==> src/hw/rtl/apsv_pkg.sv <==
// apsv_pkg: shared types, constants and the sine table of the additive voice
// used by every module of the voice core; depends on nothing else
package apsv_pkg;

  localparam int MAX_PARTIALS   = 64;
  localparam int PART_BITS      = $clog2(MAX_PARTIALS);
  localparam int MAX_FRAMES     = 1024;
  localparam int FRAME_BITS     = $clog2(MAX_FRAMES);
  localparam int WINDOW_SAMPLES = 64;
  localparam int WIN_BITS       = $clog2(WINDOW_SAMPLES);
  localparam int BLOCK_FRAMES   = 4;
  localparam int BLK_BITS       = (BLOCK_FRAMES > 1) ? $clog2(BLOCK_FRAMES) : 1;
  localparam int SINE_DEPTH     = 1024;
  localparam int SINE_BITS      = $clog2(SINE_DEPTH);
  localparam int ADDR_BITS      = FRAME_BITS + PART_BITS;
  localparam int PHASE_W        = 24;
  localparam int GAIN_W         = 16;
  localparam int AMP_W          = 16;
  localparam int SINE_W         = 16;
  localparam int SAMPLE_W       = 24;
  localparam int ACC_W          = 56;
  localparam int OUT_DIV        = 64000;
  localparam int CFG_IDX_W      = 3;
  localparam int CFG_DATA_W     = 24;

  localparam longint unsigned HALF_PI_Q29 = 64'd843314857;

  typedef enum logic [2:0] {
    MODE_TICK    = 3'd0,
    MODE_START   = 3'd1,
    MODE_GAIN    = 3'd2,
    MODE_RELEASE = 3'd3,
    MODE_LOAD    = 3'd4
  } mode_t;

  typedef enum logic [CFG_IDX_W-1:0] {
    CFG_PHASE_INC = 3'd0,
    CFG_PARTIALS  = 3'd1,
    CFG_FRAMES    = 3'd2,
    CFG_SUS_START = 3'd3,
    CFG_SUS_END   = 3'd4
  } cfg_idx_t;

  typedef enum logic [2:0] {
    ST_IDLE,
    ST_SETUP,
    ST_RUN,
    ST_DRAIN,
    ST_DIV,
    ST_FIN
  } state_t;

  typedef struct packed {
    logic [2:0]        mode;
    logic [15:0]       gain_value;
    logic [9:0]        load_frame;
    logic [5:0]        load_partial;
    logic [15:0]       load_amplitude;
  } in_item_t;

  typedef struct packed {
    logic signed [SAMPLE_W-1:0] sample;
    logic                       voice_active;
  } out_item_t;

  // per-sample settings held steady across the harmonic loop
  typedef struct packed {
    logic                mean;
    logic [WIN_BITS-1:0] s;
    logic [GAIN_W-1:0]   gain;
  } hctl_t;

  typedef logic signed [SINE_W-1:0] sine_lut_t [SINE_DEPTH];

  typedef longint unsigned taylor_t [6];
  localparam taylor_t TAYLOR_DIV = '{64'd6, 64'd20, 64'd42, 64'd72, 64'd110, 64'd156};

  function automatic logic signed [SINE_W-1:0] quarter_sine(longint unsigned m);
    longint unsigned x, x2, term, pos, neg, sum, r;
    x    = (HALF_PI_Q29 * m) / SINE_DEPTH;
    x2   = (x * x) >> 29;
    term = x;
    pos  = x;
    neg  = 0;
    for (int k = 0; k < 6; k++) begin
      term = (term * x2) >> 29;
      term = term / TAYLOR_DIV[k];
      if ((k % 2) == 0) neg = neg + term;
      else pos = pos + term;
    end
    sum = (pos > neg) ? pos - neg : 64'd0;
    r = (sum * 64'd32767 + (64'd1 << 28)) >> 29;
    if (r > 64'd32767) r = 64'd32767;
    return SINE_W'(r);
  endfunction

  function automatic sine_lut_t build_sine();
    sine_lut_t t;
    longint unsigned d, n;
    d = SINE_DEPTH;
    for (int i = 0; i < SINE_DEPTH; i++) begin
      n = 4 * longint'(i);
      if (n <= d) t[i] = quarter_sine(n);
      else if (n <= 2 * d) t[i] = quarter_sine(2 * d - n);
      else if (n <= 3 * d) t[i] = -quarter_sine(n - 2 * d);
      else t[i] = -quarter_sine(4 * d - n);
    end
    return t;
  endfunction

  localparam sine_lut_t SINE_LUT = build_sine();

endpackage

==> src/hw/rtl/apsv_scale_div.sv <==
// apsv_scale_div: rounds the accumulated sum by the output scale and saturates
// shift by 2^9 then reciprocal multiply by 1/125; depends on apsv_pkg
module apsv_scale_div (
  input  logic                                clk,
  input  logic                                rst_n,
  input  logic                                start,
  input  logic signed [apsv_pkg::ACC_W-1:0]   acc,
  output logic                                done,
  output logic signed [apsv_pkg::SAMPLE_W-1:0] res
);

  localparam int QW = apsv_pkg::SAMPLE_W;
  // 64000 is 2^9 times 125
  localparam int POW2_SH = 9;
  localparam int RECIP_SH = 38;
  // ceil(2^38 / 125), exact for a dividend below 2^31
  localparam logic [31:0] RECIP_K = 32'd2199023256;
  localparam logic [apsv_pkg::ACC_W-1:0] DIV_K  = apsv_pkg::ACC_W'(apsv_pkg::OUT_DIV);
  localparam logic [apsv_pkg::ACC_W-1:0] HALF_K = apsv_pkg::ACC_W'(apsv_pkg::OUT_DIV / 2);
  localparam logic [QW-1:0] POS_MAX = {1'b0, {(QW-1){1'b1}}};
  localparam logic [QW-1:0] NEG_MAX = {1'b1, {(QW-1){1'b0}}};

  logic                       mul_r, done_r, neg_r, sat_r;
  logic [31:0]                m_r;
  logic [apsv_pkg::ACC_W-1:0] mag;
  logic [63:0]                prod;
  logic [QW-1:0]              q_r, lim, qc;

  always_comb begin
    mag  = (acc[apsv_pkg::ACC_W-1] ? apsv_pkg::ACC_W'(-acc) : apsv_pkg::ACC_W'(acc)) + HALF_K;
    prod = m_r * RECIP_K;
  end

  always_ff @(posedge clk) begin
    if (!rst_n) begin
      mul_r  <= 1'b0;
      done_r <= 1'b0;
    end else begin
      mul_r  <= start;
      done_r <= mul_r;
    end
  end

  always_ff @(posedge clk) begin
    if (start) begin
      // below the saturation bound the shifted magnitude fits 31 bits
      m_r   <= mag[POW2_SH +: 32];
      neg_r <= acc[apsv_pkg::ACC_W-1];
      sat_r <= (mag >= (DIV_K << QW));
    end
    if (mul_r) begin
      q_r <= prod[RECIP_SH +: QW];
    end
  end

  always_comb begin
    lim = neg_r ? NEG_MAX : POS_MAX;
    qc  = (sat_r || (q_r > lim)) ? lim : q_r;
    res = neg_r ? -$signed(qc) : $signed(qc);
  end

  assign done = done_r;

endmodule

==> config.mk <==
export PLATFORM = sky130hd
export DESIGN_NAME = apsv_scale_div
export DESIGN_NICKNAME = d
export VERILOG_FILES = /design/src/hw/rtl/apsv_pkg.sv /design/src/hw/rtl/apsv_scale_div.sv
export SDC_FILE = /design/constraint.sdc
export NUM_CORES = 1
export LEC_CHECK = 0
export BUFFER_PORTS_ARGS = -buffer_cell sky130_fd_sc_hd__buf_2
export CAP_MARGIN = 20
export CELL_PAD_IN_SITES_DETAIL_PLACEMENT = 0
export CELL_PAD_IN_SITES_GLOBAL_PLACEMENT = 1
export CORE_MARGIN = 4
export CORE_UTILIZATION = 45
export DETAILED_ROUTE_END_ITERATION = 8
export PLACE_DENSITY_LB_ADDON = 0.1
export SLEW_MARGIN = 5
export SYNTH_ARGS = -nofsm -noshare
export SYNTH_HDL_FRONTEND = slang
export SYNTH_SLANG_ARGS = --single-unit
==> constraint.sdc <==
create_clock -name clk -period 6.8 [get_ports clk]
set_clock_uncertainty 0.2 [all_clocks]
set_input_delay 0.68 -clock clk [delete_from_list [all_inputs] [get_ports clk]]
set_output_delay 0.68 -clock clk [all_outputs]
set_load 0.01 [all_outputs]
After elaboration in Yosys (flattened, before gate mapping)
Cells that the tools add are included.
Widths: inputs -> output; s select.

storage, ports and cells
  flip-flop bits (word level) = 60
  input bits = 59
  output and inout port bits = 25
  logic and storage cells = 17

cells by class
  add/sub/neg operators = 3
  multipliers = 1
  order comparisons = 2
  mux-type cells = 4
  reductions and logical operators = 1

operators by type and width
  operator                number
  $mux 24                 3
  $mul 32x29->59 const B  1
  $add 56x15->56 const B  1
  $ge 56x40->1 const B    1
  $mux 56                 1
  $neg 56->56             1
  $gt 24x24->1            1
  $neg 24->24             1
  $logic_or 1x1->1        1

Depth between registers and ports, before layout
  depth in word-level cells = 6
  mapped depth = 26
  depth with buffers taken out = 26

Worst setup path before layout
OpenSTA, ideal clock, no wires.

  path type = reg2reg
  start point = register m_r[23]
  end point = register q_r[23] (data pin)
  setup time = 0.258 ns
  arrival time = 6.949 ns
  data required time = 6.342 ns
  path slack = -0.607 ns
  stages on the path, launching flop included = 27
  buffers on the path = 0
  period minus slack after synthesis = 7.407 ns
  cells stage by stage = edfxtp_1 -> ha_1 -> fa_1 -> fa_1 -> inv_1 -> fa_1 -> inv_1 -> fa_1 -> inv_1 -> fa_1 -> inv_1 -> fa_1 -> inv_1 -> fa_1 -> inv_1 -> ha_1 -> and3_1 -> and3_1 -> o2111ai_1 -> o211ai_1 -> nor2_1 -> o31ai_1 -> o2111ai_1 -> o21ai_0 -> a21o_1 -> a311o_1 -> xnor2_1

on the way
  cells in the longest elaborated chain, start to end = 1

RTL lines
  item                    RTL line              text
  start, declared         apsv_scale_div.sv:24  logic [31:0] m_r;
  start signal, assigned  apsv_scale_div.sv:47  m_r <= mag[POW2_SH +: 32];
  $mul 32x29->59          apsv_scale_div.sv:31  prod = m_r * RECIP_K;
  net prod[61]            apsv_scale_div.sv:26  logic [63:0] prod;
  end signal, assigned    apsv_scale_div.sv:52  q_r <= prod[RECIP_SH +: QW];
  end, declared           apsv_scale_div.sv:27  logic [QW-1:0] q_r, lim, qc;

The timed path passes the listed nets, and every way through them passes these cells.
A chain may end at the register's enable or synchronous reset.

Worst setup path after layout
  start point = register m_r[12]
  end point = register q_r[23] (data pin)

Same word-level chain as after synthesis.

==> summary.md <==
| Metric | Value |
|---|---|
| Status | `complete, but fails checks` |
| Failing checks | `negative setup slack` |
| Commonest non-fill, non-tap cell in the layout | `inv_1` |
| Drt pass-1 iters | `5` |
| CP peak stage delay | `0.52 ns` |
| WS Path Type | `register to register` |
| I/O pin total | `84` |
| Seq/Total Area, Yosys | `9.13%` |
| CTS Sinks | `60` |
| CP startpoint kind | `register` |
| Synth Area in Compound Gates | `9.59%` |
| Die boundary height | `216 um` |
| Post-Synth Simple-Gate Area | `8.71%` |
| Layout area overhead | `18.8%` |
| Post-Route Setup TNS | `-7.46 ns` |
| Post-route cell area | `0.0232 mm2` |
| Clock root buffer | `clkbuf_16` |
| DRT antenna net count | `0` |
| Yosys top cell by area | `fa_1` |
| Port-buffer cells | `83` |
| Tmin final | `7.28 ns` |
| Synth Instances | `2,051` |
| Area contributors post-synth | `fa_1 31%, ha_1 26%, inv_1 10%, edfxtp_1 8.9%, xnor2_1 2.8%` |
| Largest net degree at the start of global routing | `53` |
| Fin. max-slew vios | `0` |
| Final hold viol count | `0` |
| Gr ovfl total | `0` |
| H-Tree Depth | `3` |
| Critical path capture point type | `register` |
| #FFs+latches synth | `60` |
| Worst-skew pair later-pin latency | `0.36 ns` |
| WL final | `53,800 um` |
| Crit path max fanout | `4` |
| ANT cells | `0` |
| Cell Area, Synth | `0.0195 mm2` |
| Synth Area in XOR/XNOR | `4.08%` |
| Starting Density | `45.4%` |
| Row count | `76` |
| Area share of the largest cell type after synthesis | `30.6%` |
| CP delay by family, top | `adder cells` |
| Post-layout util | `54.0%` |
| Max Root-Sink Buffers | `2` |
| Max-slew headroom | `39.7%` |
| Core box area | `0.0430 mm2` |
| Max Cap Violations | `0` |
| Post-synthesis async set-or-reset flop share | `0%` |
| Gpl congestion | `0.940` |
| Worst EP arrival | `7.19 ns` |
| FMAX | `137 MHz` |
| Total GRT Usage | `23.6%` |
| Synth unique cells | `82` |
| RSZ-0062 raised after global routing | `yes` |
| CTS tree | `built` |
| NumNets Final | `3,074` |
| Global-route wire length before repair | `86,500 um` |
| Ys flop type | `edfxtp_1` |
| DRC viols | `0` |
| Die area | `0.0468 mm2` |
| Iter 0 DRT Violations | `682` |
| Synth Area in Adders | `57.0%` |
| Final worst slack | `-0.483 ns` |
| Crit-path slowest cell | `fa_1` |
| Ys Warns | `0` |
| Largest family of logic cells by synthesized area | `adder cells` |
| Layout cell share with drive strength beyond 1 | `18.5%` |
| Endpoints failing setup | `20` |
| Initial antenna violation count | `0` |
| Mux share of post-synthesis cell area | `0.269%` |
| Worst Tran Pin Value | `0.904 ns` |
| DP Area | `0.0221 mm2` |
| Post-synth net total | `2,820` |
| Period utilization | `107%` |
| HP Class | `input port to register` |
| CTS buffer count | `9` |
| Syn avg cell area | `9.52 um2` |
| Most frequent cells in the layout | `533 x inv_1, 374 x ha_1, 277 x fa_1` |
| Vias/cell | `5.13` |
| Fillers | `3,964` |
| Worst path bufs/invs | `7` |
| Vias in the first global route | `15,785` |
| DP Wirelength | `47,100 um` |
| Worst-path clk slew | `0.06 ns` |
| Die X-Extent | `216 um` |
| Avg WL per Cell | `18.6 um` |
| DR vias | `14,855` |
| Number of flops mapped to enable cells by yosys | `58` |
| Cell mode on critical path | `fa_1` |
| CP Data Required Time | `6.71 ns` |
==> cell families (layout without fill, tap and decap cells) <==
logic type / Yosys count / after routing
compound gates: 289 / 289
xor+xnor: 91 / 91
fa+ha+maj: 710 / 710
buf+inv: 578 / 836
flops: 60 / 60
mux: 5 / 5
simple gates: 318 / 318
==> synth_stat cells (4+ instances only) <==
master,count
nand2_1,65
o21bai_1,4
xnor2_1,62
nor4_1,16
nand2b_1,5
o21ai_0,68
a31o_2,5
nor3_1,29
fa_1,298
nand3_1,24
and4_1,6
o211a_1,6
ha_1,412
edfxtp_1,58
nand4_1,20
clkbuf_1,29
a31oi_1,14
o22ai_1,5
inv_1,541
a21o_1,23
or3_1,18
o2111ai_1,6
o21a_1,6
and2_1,10
o41ai_1,5
o31ai_1,12
xor2_1,29
or2_2,4
and3_1,9
a211oi_1,12
nor2b_1,7
o211ai_1,9
a21oi_1,80
nor2_1,76
o31a_1,5
==> per-stage QoR <==
stage               worst slack, ns  hold slack, ns  instances
floorplan                  0.000158           0.579       2051
global placement             -0.806           0.696       2842
detailed placement           -0.857           0.701       2842
CTS                          -0.419           0.311       2883
global route                 -0.699           0.333       2894
finish                       -0.483           0.330       2894
==> layer usage <==
layer  GRT usage, %  share of wire [%]  vias to the layer above
li1               -                  -                     7250
met2           39.4                 48                      221
met5              0                  0                        -
met3           2.50                2.9                       46
met1           33.6                 48                     7338
met4           4.44                1.6                        0
==> final timing paths <==
kind | startpoint | cells past startpoint | slack [ns] | to
worst min register to register | mul_r | 0 | 0.45 | q_r[22]
worst min-delay path | rst_n | 2 | 0.33 | done
worst max register to register | m_r[12] | 27 | -0.48 | q_r[23]
worst max-delay path | m_r[12] | 27 | -0.48 | q_r[23]
==> area by class of cell <==
type / count / area [um2] / area share [%]
Tap cell: 585 / 732 / 3.16
Clock inverter: 6 / 80.1 / 0.345
Inverter: 542 / 2030 / 8.77
Multi-Input combinational cell: 1413 / 16300 / 70.2
Timing Repair Buffer: 279 / 2050 / 8.86
Clock buffer: 9 / 225 / 0.971
Sequential cell: 60 / 1780 / 7.68
==> state kept, by name, summed over array words and instances, names as in the netlist <==
| signal | cells |
|---|---|
| neg_r | 1 |
| m_r | 32 |
| mul_r | 1 |
| done | 1 |
| sat_r | 1 |
| q_r | 24 |
==> what timing repair did <==
item / 4_1_cts / 5_1_grt
hold buffers: 0 / 0
buffers inserted: 26 / 10
resized for setup: 70 / 24
gates cloned: 0 / 0
setup endpoints to repair: 24 / 24
pin swaps: 59 / 43
Power is left out: the tool's default activity adds up to more than one toggle a clock period on the data nets, which glitch-free logic cannot reach.
